==> src/sv/uvarint_length_prefix_deframer_macros.svh <==
// Assertion macros for the length-prefix deframer.
`ifndef UVARINT_LENGTH_PREFIX_DEFRAMER_MACROS_SVH
`define UVARINT_LENGTH_PREFIX_DEFRAMER_MACROS_SVH

// Same-cycle implication, checked outside reset.
`define ULPD_ASSERT_NOW(label, clk, rst, ante, cons) \
   label: assert property (@(posedge clk) disable iff (rst) (ante) |-> (cons)) \
      else $error("deframer check failed");

// Next-cycle implication, checked outside reset.
`define ULPD_ASSERT_NEXT(label, clk, rst, ante, cons) \
   label: assert property (@(posedge clk) disable iff (rst) (ante) |=> (cons)) \
      else $error("deframer check failed");

`endif

==> src/sv/ulpd_pkg.sv <==
// Types and constants shared by the length-prefix deframer modules.
package ulpd_pkg;

   localparam logic [3:0] MAX_PREFIX_BYTES = 4'd10;

   typedef enum logic [1:0] {
      PH_PREFIX  = 2'd0,
      PH_PAYLOAD = 2'd1,
      PH_DROP    = 2'd2
   } phase_type;

   typedef enum logic [1:0] {
      KIND_PAYLOAD  = 2'd0,
      KIND_EMPTY    = 2'd1,
      KIND_OVERFLOW = 2'd2,
      KIND_TRUNC    = 2'd3
   } kind_type;

   typedef struct packed {
      logic [7:0] data;
      logic       buffer_end;
   } req_type;

   typedef struct packed {
      logic [7:0]  out_byte;
      kind_type    kind;
      logic        record_end;
      logic [63:0] record_length;
   } rsp_type;

   typedef struct packed {
      phase_type  phase;
      logic [3:0] count;
   } status_type;

endpackage

==> src/sv/ulpd_in_reg.sv <==
// Input register: holds one incoming word until the decoder takes it.
module ulpd_in_reg (
   input  logic             clock,
   input  logic             reset,
   input  logic             req_valid,
   input  logic [7:0]       req_in_byte,
   input  logic             req_buffer_end,
   input  logic             advance,
   output logic             in_valid,
   output ulpd_pkg::req_type in_word
);

   logic              valid_ff;
   logic              valid_in;
   ulpd_pkg::req_type word_ff;
   logic              load;

   assign load     = !valid_ff || advance;
   assign valid_in = load ? req_valid : valid_ff;

   always_ff @(posedge clock) begin
      if (reset) begin
         valid_ff <= 1'b0;
      end else begin
         valid_ff <= valid_in;
      end
   end

   always_ff @(posedge clock) begin
      if (load && req_valid) begin
         word_ff.data       <= req_in_byte;
         word_ff.buffer_end <= req_buffer_end;
      end
   end

   assign in_valid = valid_ff;
   assign in_word  = word_ff;

endmodule

==> src/sv/ulpd_core.sv <==
// Decoder state and the per-word prefix and payload logic.
module ulpd_core (
   input  logic                 clock,
   input  logic                 reset,
   input  logic                 step,
   input  ulpd_pkg::req_type    in_word,
   output logic                 res_valid,
   output ulpd_pkg::rsp_type    res,
   output ulpd_pkg::status_type status
);

   ulpd_pkg::phase_type phase_ff, phase_in;
   logic [63:0]         acc_ff, acc_in;
   logic [3:0]          count_ff, count_in;
   logic [63:0]         rem_ff, rem_in;

   logic        cont;
   logic        last;
   logic [6:0]  shift_amt;
   logic [63:0] grp;
   logic [63:0] len_new;
   logic        ovf;
   logic [63:0] rem_dec;
   logic        rem_zero;

   assign cont      = in_word.data[7];
   assign last      = in_word.buffer_end;
   // 7 * count as shift and subtract
   assign shift_amt = {count_ff, 3'b000} - {3'b000, count_ff};
   assign grp       = 64'(in_word.data[6:0]) << shift_amt;
   assign len_new   = acc_ff | grp;
   assign ovf       = (count_ff >= ulpd_pkg::MAX_PREFIX_BYTES) ||
                      (!cont && (count_ff == ulpd_pkg::MAX_PREFIX_BYTES - 4'd1) &&
                       (in_word.data > 8'd1));
   assign rem_dec   = rem_ff - 64'd1;
   assign rem_zero  = (rem_dec == 64'd0);

   // next phase
   always_comb begin
      phase_in = phase_ff;
      if (step) begin
         unique case (phase_ff)
            ulpd_pkg::PH_PREFIX: begin
               priority if (ovf) begin
                  phase_in = ulpd_pkg::PH_DROP;
               end else if (!cont && (len_new != 64'd0) && !last) begin
                  phase_in = ulpd_pkg::PH_PAYLOAD;
               end else begin
                  phase_in = ulpd_pkg::PH_PREFIX;
               end
            end
            ulpd_pkg::PH_PAYLOAD: begin
               if (rem_zero) begin
                  phase_in = ulpd_pkg::PH_PREFIX;
               end
            end
            default: begin
               phase_in = phase_ff;
            end
         endcase
         // a buffer end always restarts on a fresh prefix
         if (last) begin
            phase_in = ulpd_pkg::PH_PREFIX;
         end
      end
   end

   // datapath and result
   always_comb begin
      acc_in            = acc_ff;
      count_in          = count_ff;
      rem_in            = rem_ff;
      res_valid         = 1'b0;
      res.out_byte      = 8'd0;
      res.kind          = ulpd_pkg::KIND_PAYLOAD;
      res.record_end    = 1'b0;
      res.record_length = 64'd0;
      if (step) begin
         unique case (phase_ff)
            ulpd_pkg::PH_PREFIX: begin
               priority if (ovf) begin
                  res_valid      = 1'b1;
                  res.kind       = ulpd_pkg::KIND_OVERFLOW;
                  res.record_end = 1'b1;
               end else if (!cont) begin
                  priority if (len_new == 64'd0) begin
                     res_valid      = 1'b1;
                     res.kind       = ulpd_pkg::KIND_EMPTY;
                     res.record_end = 1'b1;
                     acc_in         = 64'd0;
                     count_in       = 4'd0;
                     rem_in         = 64'd0;
                  end else if (last) begin
                     res_valid         = 1'b1;
                     res.kind          = ulpd_pkg::KIND_TRUNC;
                     res.record_end    = 1'b1;
                     res.record_length = len_new;
                  end else begin
                     acc_in   = len_new;
                     count_in = 4'd0;
                     rem_in   = len_new;
                  end
               end else begin
                  acc_in   = len_new;
                  count_in = count_ff + 4'd1;
                  if (last) begin
                     res_valid      = 1'b1;
                     res.kind       = ulpd_pkg::KIND_TRUNC;
                     res.record_end = 1'b1;
                  end
               end
            end
            ulpd_pkg::PH_PAYLOAD: begin
               rem_in            = rem_dec;
               res_valid         = 1'b1;
               res.out_byte      = in_word.data;
               res.record_length = acc_ff;
               priority if (rem_zero) begin
                  res.record_end = 1'b1;
                  acc_in         = 64'd0;
                  count_in       = 4'd0;
                  rem_in         = 64'd0;
               end else if (last) begin
                  res.kind       = ulpd_pkg::KIND_TRUNC;
                  res.record_end = 1'b1;
               end else begin
                  res.record_end = 1'b0;
               end
            end
            default: begin
               // drop: nothing to emit
               res_valid = 1'b0;
            end
         endcase
         if (last) begin
            acc_in   = 64'd0;
            count_in = 4'd0;
            rem_in   = 64'd0;
         end
      end
   end

   always_ff @(posedge clock) begin
      if (reset) begin
         phase_ff <= ulpd_pkg::PH_PREFIX;
         acc_ff   <= 64'd0;
         count_ff <= 4'd0;
         rem_ff   <= 64'd0;
      end else begin
         phase_ff <= phase_in;
         acc_ff   <= acc_in;
         count_ff <= count_in;
         rem_ff   <= rem_in;
      end
   end

   assign status.phase = phase_ff;
   assign status.count = count_ff;

endmodule

==> src/sv/ulpd_out_reg.sv <==
// Result register: holds one outgoing word until the receiver takes it.
module ulpd_out_reg (
   input  logic              clock,
   input  logic              reset,
   input  logic              advance,
   input  logic              res_valid,
   input  ulpd_pkg::rsp_type res,
   input  logic              rsp_stall,
   output logic              rsp_valid,
   output ulpd_pkg::rsp_type rsp_word
);

   logic              valid_ff;
   logic              valid_in;
   ulpd_pkg::rsp_type word_ff;

   always_comb begin
      priority if (advance) begin
         valid_in = res_valid;
      end else if (!rsp_stall) begin
         valid_in = 1'b0;
      end else begin
         valid_in = valid_ff;
      end
   end

   always_ff @(posedge clock) begin
      if (reset) begin
         valid_ff <= 1'b0;
      end else begin
         valid_ff <= valid_in;
      end
   end

   always_ff @(posedge clock) begin
      if (advance && res_valid) begin
         word_ff <= res;
      end
   end

   assign rsp_valid = valid_ff;
   assign rsp_word  = word_ff;

endmodule

==> src/sv/uvarint_length_prefix_deframer.sv <==
// Top level of the LEB128 length-prefix record deframer.
//
//   channel | direction | handshake              | payload
//   req     | in        | req_valid / req_stall  | req_in_byte, req_buffer_end
//   rsp     | out       | rsp_valid / rsp_stall  | rsp_out_byte, rsp_kind,
//           |           |                        | rsp_record_end, rsp_record_length
//
// One word is taken per cycle unless rsp_stall backs the block up; a taken word goes
// through the input register, then is decoded into the result register.
// The prefix shift-or and its 64-bit zero test set the decode path; the
// remaining-count decrement and its zero compare run beside it.
// Reset is synchronous and returns the decoder to the prefix phase at once.
// rsp_stall holds the result register and, through it, the input register.
`include "uvarint_length_prefix_deframer_macros.svh"

module uvarint_length_prefix_deframer (
   input  logic        clock,
   input  logic        reset,
   input  logic        req_valid,
   output logic        req_stall,
   input  logic [7:0]  req_in_byte,
   input  logic        req_buffer_end,
   output logic        rsp_valid,
   input  logic        rsp_stall,
   output logic [7:0]  rsp_out_byte,
   output logic [1:0]  rsp_kind,
   output logic        rsp_record_end,
   output logic [63:0] rsp_record_length
);

   logic                 in_valid;
   ulpd_pkg::req_type    in_word;
   logic                 advance;
   logic                 res_valid;
   ulpd_pkg::rsp_type    res;
   ulpd_pkg::rsp_type    rsp_word;
   ulpd_pkg::status_type status;
   logic                 end_taken;
   logic                 ovf_taken;
   logic                 prefix_fresh;
   logic                 error_out;

   // decode whenever the result register is free or being emptied
   assign advance   = in_valid && (!rsp_valid || !rsp_stall);
   assign req_stall = in_valid && !advance;

   ulpd_in_reg u_in_reg (
      .clock          (clock),
      .reset          (reset),
      .req_valid      (req_valid),
      .req_in_byte    (req_in_byte),
      .req_buffer_end (req_buffer_end),
      .advance        (advance),
      .in_valid       (in_valid),
      .in_word        (in_word)
   );

   ulpd_core u_core (
      .clock     (clock),
      .reset     (reset),
      .step      (advance),
      .in_word   (in_word),
      .res_valid (res_valid),
      .res       (res),
      .status    (status)
   );

   ulpd_out_reg u_out_reg (
      .clock     (clock),
      .reset     (reset),
      .advance   (advance),
      .res_valid (res_valid),
      .res       (res),
      .rsp_stall (rsp_stall),
      .rsp_valid (rsp_valid),
      .rsp_word  (rsp_word)
   );

   assign rsp_out_byte      = rsp_word.out_byte;
   assign rsp_kind          = rsp_word.kind;
   assign rsp_record_end    = rsp_word.record_end;
   assign rsp_record_length = rsp_word.record_length;

   assign end_taken    = advance && in_word.buffer_end;
   assign ovf_taken    = advance && res_valid && (res.kind == ulpd_pkg::KIND_OVERFLOW) &&
                         !in_word.buffer_end;
   assign prefix_fresh = (status.phase == ulpd_pkg::PH_PREFIX) && (status.count == 4'd0);
   assign error_out    = rsp_valid && (rsp_kind != ulpd_pkg::KIND_PAYLOAD);

   `ULPD_ASSERT_NEXT(a_end_restarts, clock, reset, end_taken, prefix_fresh)
   `ULPD_ASSERT_NEXT(a_ovf_drops, clock, reset, ovf_taken, status.phase == ulpd_pkg::PH_DROP)
   `ULPD_ASSERT_NOW(a_error_ends, clock, reset, error_out, rsp_record_end)

endmodule

==> config.mk <==
export PLATFORM = sky130hd
export DESIGN_NAME = uvarint_length_prefix_deframer
export DESIGN_NICKNAME = d
export VERILOG_FILES = /design/src/sv/ulpd_pkg.sv /design/src/sv/ulpd_in_reg.sv /design/src/sv/ulpd_core.sv /design/src/sv/ulpd_out_reg.sv /design/src/sv/uvarint_length_prefix_deframer.sv
export VERILOG_INCLUDE_DIRS = /design/src /design/src/sv
export SDC_FILE = /design/constraint.sdc
export NUM_CORES = 1
export LEC_CHECK = 0
export BUFFER_PORTS_ARGS = -buffer_cell sky130_fd_sc_hd__buf_2
export CAP_MARGIN = 20
export CORE_ASPECT_RATIO = 0.75
export CORE_MARGIN = 2
export CORE_UTILIZATION = 60
export CTS_BUF_LIST = sky130_fd_sc_hd__clkbuf_8
export CTS_CLUSTER_SIZE = 25
export DETAILED_ROUTE_END_ITERATION = 8
export PLACE_DENSITY = 0.8
export SETUP_SLACK_MARGIN = 0.15
export SYNTH_ARGS = -nofsm -noshare
export SYNTH_HDL_FRONTEND = slang
export SYNTH_SLANG_ARGS = --single-unit
==> constraint.sdc <==
create_clock -name clock -period 11.84 [get_ports clock]
set_clock_uncertainty 0.05 [all_clocks]
set_input_delay 0.592 -clock clock [delete_from_list [all_inputs] [get_ports clock]]
set_output_delay 0.592 -clock clock [all_outputs]
set_load 0.005 [all_outputs]
**Word level (Yosys, flattened, before mapping)**

Cells that the tools add are included.

- Flip-flop bits (word level): 220
- Bits of input ports: 13
- Word-level logic and storage cells: 92
- Output and inout port bits: 77

- $add $sub $neg: 3
- Equal/unequal tests: 6
- Shifts and indexed selects: 1
- Muxes and demuxes: 41
- Bitwise logic cells: 1
- $lt $le $gt $ge: 2
- Reductions and logical operators: 26

Operators with widths:

| cell | number |
|---|---|
| 64-bit two-way mux | 12 |
| 64-bit one-hot mux with 2 select lines | 2 |
| 67-bit one-hot mux with 2 select lines | 1 |
| 64-bit zero test | 2 |
| 67-bit two-way mux | 1 |
| 64-bit OR | 1 |
| 64-bit nonzero test | 1 |
| 7-bit by 7-bit << shifter with 64-bit output | 1 |
| 64-bit by 1-bit subtractor with 64-bit output, second input constant | 1 |
| 4-bit two-way mux | 4 |
| 3-bit two-way mux | 4 |
| 2-bit two-way mux | 5 |
| 1-bit two-way mux | 9 |
| 8-bit by 1-bit greater-than comparator with 1-bit output, second input constant | 1 |
| 1-bit logical AND | 8 |
| 4-bit one-hot mux with 2 select lines | 1 |
| 4-bit AND reduction | 2 |
| 7-bit by 4-bit subtractor with 7-bit output | 1 |
| 1-bit zero test | 6 |
| 3-bit inequality test, second input constant | 2 |
| 4-bit by 1-bit adder with 4-bit output, second input constant | 1 |
| 4-bit equality test, second input constant | 1 |
| 4-bit >= comparator, second input constant | 1 |
| 2-bit one-hot mux with 2 select lines | 1 |
| 9 further kinds | 11 |

**Longest topological paths before layout**

Gate-level depths: netlist (run 1).

- Word-level depth: 10
- Gate-level depth with buffers: 21
- Gate-level depth less buffers: 13

**By module**

A second synthesis (run 1) with hierarchy kept.

- Cell total of the unflattened synthesis: 1,649
- Area, all modules: 13,420.4 um2

By module, submodules not included:

| module | cells each | area an instance (um2) | times used | seq. area each (um2) |
|---|---|---|---|---|
| ulpd_core | 1,553 | 10,785.3 | 1 | 2,682.6 |
| ulpd_out_reg | 80 | 2,292.2 | 1 | 2,272.2 |
| ulpd_in_reg | 14 | 325.3 | 1 | 290.3 |
| uvarint_length_prefix_deframer | 2 | 17.5 | 1 | 0.0 |

**Least setup slack after synthesis (run 1)**

Ideal clock, no wire load.

- Kind: register -> register
- Start point: reg u_core.count_ff[1]
- End point: reg u_out_reg.word_ff, in the netlist u_out_reg.rsp_word[0], enable pin
- Setup time: 601 ps
- Clock period less this slack: 10,284 ps
- Setup slack: 1,556 ps
- Cell stages (with the launch flop): 19
- Data required time: 11,189 ps
- Path buffers: 5
- Arrival time: 9,633 ps
- Path through: dfxtp_1 > clkbuf_1 > clkbuf_1 > buf_1 > inv_1 > ha_1 > clkbuf_1 > clkbuf_1 > mux2_2 > or3_1 > a31o_2 > a311oi_1 > o211ai_1 > a2111oi_0 > nand4_1 > nor4_1 > nand2_1 > and3_1 > nor3_1

- Word-level cells in the longest chain between the ends: 10
- Elaborated cells on any way between the ends: 15
- Classes of those cells: 1 x add/sub; 1 x order compare; 1 x eq/ne; 1 x shift; 5 x mux; 1 x bitwise; 5 x reduce/logical

RTL lines:

| what | RTL line | RTL |
|---|---|---|
| start: declaration | ulpd_core.sv:14 | `logic [3:0] count_ff, count_in;` |
| start signal: assignment | ulpd_core.sv:152 | `count_ff <= count_in;` |
| 7-bit by 4-bit subtractor with 7-bit output | ulpd_core.sv:29 | `assign shift_amt = {count_ff, 3'b000} - {3'b000, count_ff};` |
| 7-bit by 7-bit << shifter with 64-bit output | ulpd_core.sv:30 | `assign grp = 64'(in_word.data[6:0]) << shift_amt;` |
| 64-bit OR | ulpd_core.sv:31 | `assign len_new = acc_ff \| grp;` |
| 64-bit zero test | ulpd_core.sv:86 | `priority if (len_new == 64'd0) begin` |
| 1-bit two-way mux | ulpd_core.sv:86 |  |
| 1-bit two-way mux | ulpd_core.sv:85 | `end else if (!cont) begin` |
| 1-bit two-way mux * | ulpd_core.sv:81 | `priority if (ovf) begin` |
| 1-bit one-hot mux with 2 select lines * | ulpd_core.sv:79 | `unique case (phase_ff)` |
| 1-bit two-way mux * | ulpd_core.sv:78 | `if (step) begin` |
| 1-bit logical AND * | ulpd_out_reg.sv:36 | `if (advance && res_valid) begin` |
| end signal: assignment | ulpd_out_reg.sv:37 | `word_ff <= res;` |
| end: declaration | ulpd_out_reg.sv:15 | `ulpd_pkg::rsp_type word_ff;` |

Mark *: on every way between the ends. The rest lies on a longest branch, timed or not.
A chain may end at the register's enable or synchronous reset.

**Worst setup path in the final report (run 1)**

- Start point: reg u_core.count_ff[0]
- End point: reg u_core.acc_ff[15]

- Word-level cells in the longest chain between the ends: 9
- Elaborated cells on any way between the ends: 16
- Classes of those cells: 1 x add/sub; 1 x order compare; 2 x eq/ne; 1 x shift; 5 x mux; 1 x bitwise; 5 x reduce/logical

RTL lines:

| what | RTL line | RTL |
|---|---|---|
| 7-bit by 4-bit subtractor with 7-bit output | ulpd_core.sv:29 |  |
| 7-bit by 7-bit << shifter with 64-bit output | ulpd_core.sv:30 |  |
| 64-bit OR | ulpd_core.sv:31 |  |
| 64-bit zero test | ulpd_core.sv:86 |  |
| 64-bit two-way mux | ulpd_core.sv:86 |  |
| 64-bit two-way mux | ulpd_core.sv:85 |  |
| 64-bit two-way mux | ulpd_core.sv:81 |  |
| 64-bit one-hot mux with 2 select lines | ulpd_core.sv:79 |  |
| 64-bit two-way mux | ulpd_core.sv:135 | `if (last) begin` |
| end signal: assignment | ulpd_core.sv:151 | `acc_ff <= acc_in;` |
| end: declaration | ulpd_core.sv:13 | `logic [63:0] acc_ff, acc_in;` |

Several ways; a longest one is shown, not always the timed one. The select of a mux whose other input is x is not followed.

==> results of run 1 <==
## sequential cells by signal, indices dropped and copies added, names as in the netlist
name                 cells
u_core.rem_ff           64
u_in_reg.in_valid        1
u_core.acc_ff           64
u_out_reg.rsp_word      75
u_in_reg.in_word         9
u_core.phase_ff          2
u_core.count_ff          4
u_out_reg.rsp_valid      1
## through the flow
| stage | cell area [sq um] | instances |
|---|---|---|
| detailed placement | 13100 | 1738 |
| global placement | 13100 | 1738 |
| floorplan | 12500 | 1459 |
| finish | 13800 | 1807 |
| CTS | 13800 | 1804 |
| global route | 13800 | 1806 |
## power breakdown
group          leakage [uW]  internal, uW  switching [uW]
sequential          0.00188           804            18.3
clock              0.000429           352             322
combinational       0.00257           111             249
## synth_stat cells, types with 7 or more instances
cell type / n / area share [%]
sky130_fd_sc_hd__dfxtp_1: 136 / 22
sky130_fd_sc_hd__o21ai_0: 126 / 5.1
sky130_fd_sc_hd__nand2_1: 124 / 3.7
sky130_fd_sc_hd__a21oi_1: 119 / 4.8
sky130_fd_sc_hd__nor2_1: 111 / 3.3
sky130_fd_sc_hd__clkbuf_1: 93 / 2.8
sky130_fd_sc_hd__edfxtp_1: 84 / 20
sky130_fd_sc_hd__nor3_1: 74 / 3.0
sky130_fd_sc_hd__nor4_1: 50 / 2.5
sky130_fd_sc_hd__o2bb2ai_1: 47 / 3.3
sky130_fd_sc_hd__a31oi_1: 39 / 2.0
sky130_fd_sc_hd__or3_1: 37 / 1.9
sky130_fd_sc_hd__nand3_1: 33 / 1.3
sky130_fd_sc_hd__buf_2: 22 / 0.88
sky130_fd_sc_hd__nand4_1: 21 / 1.1
sky130_fd_sc_hd__inv_1: 18 / 0.54
sky130_fd_sc_hd__and2_1: 17 / 0.85
sky130_fd_sc_hd__xnor2_1: 17 / 1.2
sky130_fd_sc_hd__a211oi_1: 14 / 0.84
sky130_fd_sc_hd__and3_1: 12 / 0.60
sky130_fd_sc_hd__nand2b_1: 12 / 0.60
sky130_fd_sc_hd__or4_1: 12 / 0.72
sky130_fd_sc_hd__mux2i_1: 11 / 0.88
sky130_fd_sc_hd__nand3b_1: 11 / 0.66
sky130_fd_sc_hd__o211ai_1: 11 / 0.66
sky130_fd_sc_hd__o21a_1: 10 / 0.60
sky130_fd_sc_hd__o22ai_1: 10 / 0.50
sky130_fd_sc_hd__o31ai_1: 9 / 0.54
sky130_fd_sc_hd__xor2_1: 9 / 0.63
sky130_fd_sc_hd__a22o_1: 8 / 0.56
sky130_fd_sc_hd__mux2_2: 8 / 0.72
sky130_fd_sc_hd__nor3b_1: 8 / 0.48
sky130_fd_sc_hd__ha_1: 7 / 0.70
sky130_fd_sc_hd__nand4b_1: 7 / 0.49
sky130_fd_sc_hd__nor2b_1: 7 / 0.35
sky130_fd_sc_hd__o221a_2: 7 / 0.63
sky130_fd_sc_hd__o31a_1: 7 / 0.49
## logic make-up after synthesis
| family | Yosys count | share of synthesized area [%] |
|---|---|---|
| compound gates | 478 | 24.9 |
| xor+xnor | 26 | 1.83 |
| fa+ha+maj | 7 | 0.702 |
| buf+inv | 139 | 4.46 |
| flops | 220 | 42.1 |
| mux | 23 | 2.33 |
| simple gates | 566 | 23.7 |
## cells in the final DEF, fill, tap and decap left out, types with 8 or more instances in the layout
cell / count
sky130_fd_sc_hd__nor2_1: 108
sky130_fd_sc_hd__nor4_1: 50
sky130_fd_sc_hd__nand3b_1: 11
sky130_fd_sc_hd__o31ai_1: 9
sky130_fd_sc_hd__o21a_1: 10
sky130_fd_sc_hd__inv_1: 33
sky130_fd_sc_hd__buf_2: 90
sky130_fd_sc_hd__o21ai_0: 125
sky130_fd_sc_hd__or4_1: 12
sky130_fd_sc_hd__edfxtp_1: 84
sky130_fd_sc_hd__xor2_1: 9
sky130_fd_sc_hd__o2bb2ai_1: 47
sky130_fd_sc_hd__nor3b_1: 8
sky130_fd_sc_hd__nand4_1: 21
sky130_fd_sc_hd__a22o_1: 8
sky130_fd_sc_hd__o22ai_1: 10
sky130_fd_sc_hd__o211ai_1: 11
sky130_fd_sc_hd__and2_1: 17
sky130_fd_sc_hd__a31oi_1: 39
sky130_fd_sc_hd__mux2i_1: 11
sky130_fd_sc_hd__nand3_1: 33
sky130_fd_sc_hd__nor3_1: 72
sky130_fd_sc_hd__nand2b_1: 12
sky130_fd_sc_hd__or3_1: 37
sky130_fd_sc_hd__a21oi_1: 117
sky130_fd_sc_hd__nand2_1: 124
sky130_fd_sc_hd__a211oi_1: 14
sky130_fd_sc_hd__dfxtp_1: 136
sky130_fd_sc_hd__buf_4: 28
sky130_fd_sc_hd__mux2_2: 8
sky130_fd_sc_hd__and3_1: 12
sky130_fd_sc_hd__clkbuf_8: 46
sky130_fd_sc_hd__xnor2_1: 17
## critical path, cell delays in order, from the launching register on
cell	delay, ns
sky130_fd_sc_hd__dfxtp_1	0.31
sky130_fd_sc_hd__buf_4	0.36
sky130_fd_sc_hd__inv_2	0.19
sky130_fd_sc_hd__ha_1	0.44
sky130_fd_sc_hd__xnor2_1	0.79
sky130_fd_sc_hd__nand3_1	0.28
sky130_fd_sc_hd__o22ai_1	0.98
sky130_fd_sc_hd__nand3_1	0.38
sky130_fd_sc_hd__and4_1	0.31
sky130_fd_sc_hd__nand4_1	0.09
sky130_fd_sc_hd__nor4_1	0.05
sky130_fd_sc_hd__buf_2	0.18
sky130_fd_sc_hd__a2111o_2	0.48
sky130_fd_sc_hd__buf_4	0.32
sky130_fd_sc_hd__o21ai_1	0.62
sky130_fd_sc_hd__and2_1	0.24
## routing by layer
layer  track usage (%)  wire length (microns)  vias up
li1                  -                      -     5662
met1              63.1                  19400     6107
met2              54.2                  17700     1152
met3              11.9                   7290      163
met4              19.2                   2270        0
met5                 0                      0        -
## layout make-up
cell class / count / area [sq um]
Antenna cell: 1 / 2.50
Inverter: 19 / 71.3
Sequential cell: 220 / 5250
Clock buffer: 46 / 633
Timing Repair Buffer: 119 / 686
Tap cell: 282 / 353
Fill cell: 1699 / 6510
Multi-Input combinational cell: 1100 / 6730
Clock inverter: 20 / 93.8
## path summary, 6_finish.rpt
check             depth (start not counted)  slack [ns]                   to
setup / recovery                         15        5.69    u_core.acc_ff[15]
hold / removal                            1        0.16  u_in_reg.in_word[0]
setup reg to reg                         15        5.69    u_core.acc_ff[15]
hold reg to reg                           1        0.44    u_core.acc_ff[41]
==> results.txt, run 1 <==
The flow ran to the end, and the final reports show no timing, DRC or antenna violations. Setup repair after global routing left no endpoint under its margin. The die covers 0.0220 sq mm.

The clock tree synthesis step divided the H-tree into 2 levels. Startpoint kind of the worst setup timing path: a register. The clock passes through at most 3 buffers.

90 I/O pins were placed. Source of the critical timing path: u_core.count_ff[0]. The number of gates given a new drive strength after cts is 0, and the average detailed-routed wire length per instance is 25.8 microns. The startpoint of the worst-slack reg-to-reg timing path was u_core.count_ff[0]. Critical path arrival: 6.59 ns. During placement, the flow inserted port buffers numbering 89. The number of standard-cell rows in the floorplan was 45. The number of buffers inserted during clock tree synthesis was 36; the average cell area after synthesis was 8.55 sq um. The global route total overflow was 0. The number of synthesized register bits works out to 220. The sink count of the clock tree was 220. The detail route stage leaves a number of antenna-violating nets equal to 0. For the number of max-cap violations, the log shows 0. In the final timing run, aggregate negative setup slack is 0 ns. The detailed router placed 13100 vias in this run. The area growth from synthesis to layout is 10.8%. The congestion estimate from routability-driven global placement came to 1.02. On the final layout, the worst hold slack is 0.163 ns. After the first detailed-routing iteration, the DRC count stood at 2316. Among all flip-flop cells after synthesis, the most frequent one is sky130_fd_sc_hd__dfxtp_1. In this run the horizontal extent of the chip is 170 microns.

The number of slew-limit violations in the final report came out at 0. The areal power density over the cells was 134 mW/mm^2. Number of antenna violations at the first check in global routing: 4. Worst min-delay path category: in -> reg. The total area inside the core boundary comes to 0.0203 sq mm. The required time at the worst-slack endpoint is 12.28 ns, and the detailed placer's ending HPWL is 32900 microns. In this run, post-CTS hold repair placed 0 buffers.

Prior to clock tree synthesis, the placed netlist has a worst setup slack of 5.36 ns. Yosys printed 0 warnings. The run gives 11000 as the via count of the first global-routing pass.

In this run the tightest slew margin relative to its limit is 20.2%. The highest net fanout along the worst path was 61; the mean number of vias per cell was 7.24. The synthesized design contains 84 enable-type register cells. At the pin with the least slew margin, the transition time is 1.20 ns. The post-route netlist has 14.6% of its cells at a drive strength greater than 1. Global routing used 41.7% of the available tracks.

After detailed routing, the total wire length is 46600 microns. Sequential cells were found to cover 42.1% of the synthesized design area. For this run, the post-layout net count is 1516. The tools report the maximum achievable frequency as 0.163 GHz.

The tools report the category of the worst setup path capture point as a register. For the worst path setup slack after routing, the log shows 5.69 ns. The synthesized net count is 1479, and the share of flip-flops with an asynchronous set or reset is 0%. The tools report the number of endpoints with negative hold slack in the final report as 0.

Summed over all cells, the static leakage comes to 0.00487 uW. Setup violations remaining at the end of the flow were counted as 0. The clock period could shrink to 6.15 ns. The final cycle utilization of the critical path is 52.0%. The wire length of the first global-routing pass was 68700 microns.

Once layout is complete, the utilization of the core stands at 68.0%. The root buffer cell chosen for the clock tree is sky130_fd_sc_hd__clkbuf_8. Clock latency on the worst-skew pair, taken at its later pin, is 0.55 ns.

For this configuration, the core starts out at a cell density of 61.4%. Clock-pin slew was measured on the worst setup and hold paths at 0.06 ns. Entering global routing, the biggest net connects 76 pins. For the cell count after synthesis, the log shows 1459. The die span in y was 129 microns; the maximum vdd drop was 103 uV. The cell area that synthesis handed to floorplanning was 0.0125 sq mm. The worst setup path is of the reg -> reg kind.

TritonCTS built the clock tree. The design draws 1860 uW. Total iterations of the first detailed-routing run: 7. The startpoint of the lowest-slack hold path is req_buffer_end. The post-CTS setup buffer count is 0, and the number of distinct library cell variants in the gate-level netlist after synthesis is 78.

The DRC violation count after routing was 0.
(Power assumes the default switching activity.)
==> inputs of run 2 (changes only) <==
==> constraint.sdc (replaced) <==
create_clock -name clock -period 5.8 [get_ports clock]
set_clock_uncertainty 0.05 [all_clocks]
set_input_delay 0.29 -clock clock [delete_from_list [all_inputs] [get_ports clock]]
set_output_delay 0.29 -clock clock [all_outputs]
set_load 0.005 [all_outputs]
==> run 2 against run 1 <==
Net effect:
- wire length grew 3.4%
- hold slack got worse by 0.026 ns
- flip-flop and latch count unchanged
- total power up 100%
- critical path type unchanged
- highest routed layer unchanged
==> results.txt, run 2 (synthesis results as in run 1) <==
The run gives 1 as the number of antenna violations at the first check in global routing. Detailed placement ended at an HPWL of 34300 microns. Flip-flop count of the largest register, all copies and words added: 75. The post-route minimum period is 5.45 ns, and the net count reported at finish is 1567. For this run, design rule violations remaining after detail routing come to 0. The H-tree depth reported by CTS was 2; the number of diodes was 0. The number of buffers inserted during clock tree synthesis came out at 36.

For this design the ratio of total power to cell area is 264 mW/mm^2. The area growth from synthesis to layout is 14.0%. Clock-pin slew was measured on the worst setup and hold paths at 0.07 ns.

The initialized floorplan defines 45 standard-cell rows. The tools report the number of endpoints with negative hold slack in the final report as 0. The total iterations of the first detailed-routing run was 8; the count of buffers from port buffering was 89. The worst setup path is of the reg -> reg kind. The placeable core region is 0.0203 sq mm.

The final cycle utilization of the critical path came out at 94.0%. The run gives 0.54 ns as the clock latency on the worst-skew pair. Mean number of vias per cell: 7.11.

The startpoint kind of the worst setup timing path is a register. The highest net fanout along the worst path works out to 51. Measured along the x axis, the die boundary spans 170 microns. The die footprint was 0.0220 sq mm. The run gives 1856 as the non-filler instance count after layout. After routing, the total negative slack on setup checks comes to 0 ns. The reported leakage power is 0.00507 uW, and the depth of the worst hold-timing path is 3. The switching portion of total power is 32.8%, and the number of slew-limit violations in the final report is 0. For the total wirelength of the detailed-routed design, the log shows 48100 microns. TritonCTS built the clock tree. Based on the critical path, the design can be clocked at up to 0.183 GHz.

The number of placed instances, taps included, is 1780. The startpoint of the lowest-slack hold path is rsp_stall. The share of final-layout standard cells stronger than drive strength 1 was 17.0%. Across the run, the number of max-cap violations was 0. The required time at the worst-slack endpoint came out at 5.92 ns. The worst pin sits at a relative slew slack of 21.5%. For the post-CTS setup buffer count, the log shows 0. Tracing the worst setup path back leads to its startpoint at u_core.count_ff[3]. In this run the power spent charging and discharging nets is 1230 uW. Most frequent standard cell in the layout excluding fill and tap cells: sky130_fd_sc_hd__dfxtp_1. Combinational logic burns 21.3% of the power. The congestion estimate from routability-driven global placement came to 1.08.

Setup violations remaining at the end of the flow were counted as 0. The largest buffer count on any clock path came out at 3. For the critical path arrival, the log shows 5.57 ns. Entering global routing, the biggest net connects 72 pins. Maximum vdd drop: 173 uV.

Setup repair after global routing left no endpoint under its margin. Pin placement for this block handled 90 I/O pins. Root cell of the clock tree: sky130_fd_sc_hd__clkbuf_8. Via count of the first global-routing pass: 11800. The flow ran to the end, and the final reports show no timing, DRC or antenna violations. The sink count of the clock tree was 220.

The relative contribution of the clock network to total power was 34.1%; the wire length of the first global-routing pass was 72400 microns. The number of cells on the worst reg-to-reg path came out at 14. The relative contribution of sequential cells to total power was 44.6%. For this configuration, the core starts out at a cell density of 61.4%. The logs give 43.7% for the aggregate global-route resource usage and 0 for the number of nets with antenna violations after detailed routing. Worst min-delay path category: in -> reg. The average detailed-routed wire length per instance is 25.9 microns.

At the pin with the least slew margin, the transition time is 1.18 ns. In the layout the commonest cells are sky130_fd_sc_hd__dfxtp_1 (135), sky130_fd_sc_hd__o21ai_0 (126), sky130_fd_sc_hd__nand2_1 (124), sky130_fd_sc_hd__a21oi_1 (117), sky130_fd_sc_hd__nor2_1 (108). The worst register-to-register path begins at u_core.count_ff[3]. The worst setup path is captured at a register. For the global route total overflow, the log shows 0.

The overall via count from detail_route was 13200. In this run, the number of DRC markers left after iteration 0 of detailed routing was 2624. The die span in y came out at 129 microns.

The internal cell power is 2520 uW.
run 2: cell types whose count changed in the layout (fill, tap and decap cells not counted), sizes merged:
cell / delta
diode: -1
clkbuf: -7
clkinvlp: +1
dlygate4sd3: +10
inv: -3
clkinv: +9
buf: +40
run 2: final cells by class:
| cell class | instances | area [sq um] |
|---|---|---|
| well taps | 282 | 353 |
| flip-flops and latches | 220 | 5250 |
| multi-input cells | 1100 | 6800 |
| repair buffers | 170 | 1100 |
| inverters | 19 | 73.8 |
| clock buffers | 38 | 523 |
| clock inverters | 27 | 129 |
| fillers | 1630 | 6100 |
run 2: power by group through the flow:
| stage | combinational [uW] | sequential [uW] | clock [uW] |
|---|---|---|---|
| floorplan | 488 | 1700 | 0 |
| global placement | 735 | 1710 | 0 |
| detailed placement | 741 | 1710 | 0 |
| CTS | 753 | 1670 | 1280 |
| global route | 843 | 1680 | 1340 |
| finish | 800 | 1680 | 1280 |
run 2: critical path: stages (launching register included):
cell                        delay, ns
sky130_fd_sc_hd__dfxtp_1         0.55
sky130_fd_sc_hd__inv_1           0.22
sky130_fd_sc_hd__ha_1            0.47
sky130_fd_sc_hd__or4_1           0.52
sky130_fd_sc_hd__nand2_1         0.37
sky130_fd_sc_hd__mux2i_1         0.29
sky130_fd_sc_hd__a21oi_1         0.44
sky130_fd_sc_hd__nand2_1         0.14
sky130_fd_sc_hd__a2111oi_2       0.32
sky130_fd_sc_hd__nand4_1         0.20
sky130_fd_sc_hd__nor4_4          0.50
sky130_fd_sc_hd__nand2_1         0.17
sky130_fd_sc_hd__and3_4          0.21
sky130_fd_sc_hd__nor3_4          0.15
sky130_fd_sc_hd__clkbuf_8        0.43
run 2: timing repair:
action / CTS / global route
gates resized for setup: 0 / 5
hold buffers: 10 / 0
setup endpoints to repair: 0 / 81
hold endpoints to repair: 10 / 0
run 2: path summary, 6_finish.rpt:
| check | end | slack (ns) |
|---|---|---|
| worst max register to register | u_out_reg.rsp_word[1] | 0.35 |
| worst min register to register | u_core.acc_ff[27] | 0.44 |
| worst max-delay path | u_out_reg.rsp_word[1] | 0.35 |
| worst min-delay path | u_out_reg.rsp_valid | 0.14 |
run 2: per-stage QoR:
stage | util [%] | area [sq um] | hold WS (ns) | total power [uW] | setup slack, ns
final | 70.0 | 14200 | 0.137 | 3760 | 0.347
after global routing | 70.0 | 14200 | 0.140 | 3860 | 0.219
after CTS | 69.8 | 14200 | 0.105 | 3710 | 0.221
after detailed placement | 66.1 | 13400 | 0.418 | 2450 | 0.216
after global placement | 66.1 | 13400 | 0.416 | 2440 | 0.433
after floorplan | - | 12600 | 0.339 | 2180 | 0.0278
run 2: per-layer routing:
metal  wire length, microns  global-route usage [%]  up-vias
li1                       -                       -     5767
met1                  19300                    63.4     6140
met2                  19300                    59.7     1136
met3                   7690                    15.5      151
met4                   1880                    15.8        0
met5                      0                       0        -
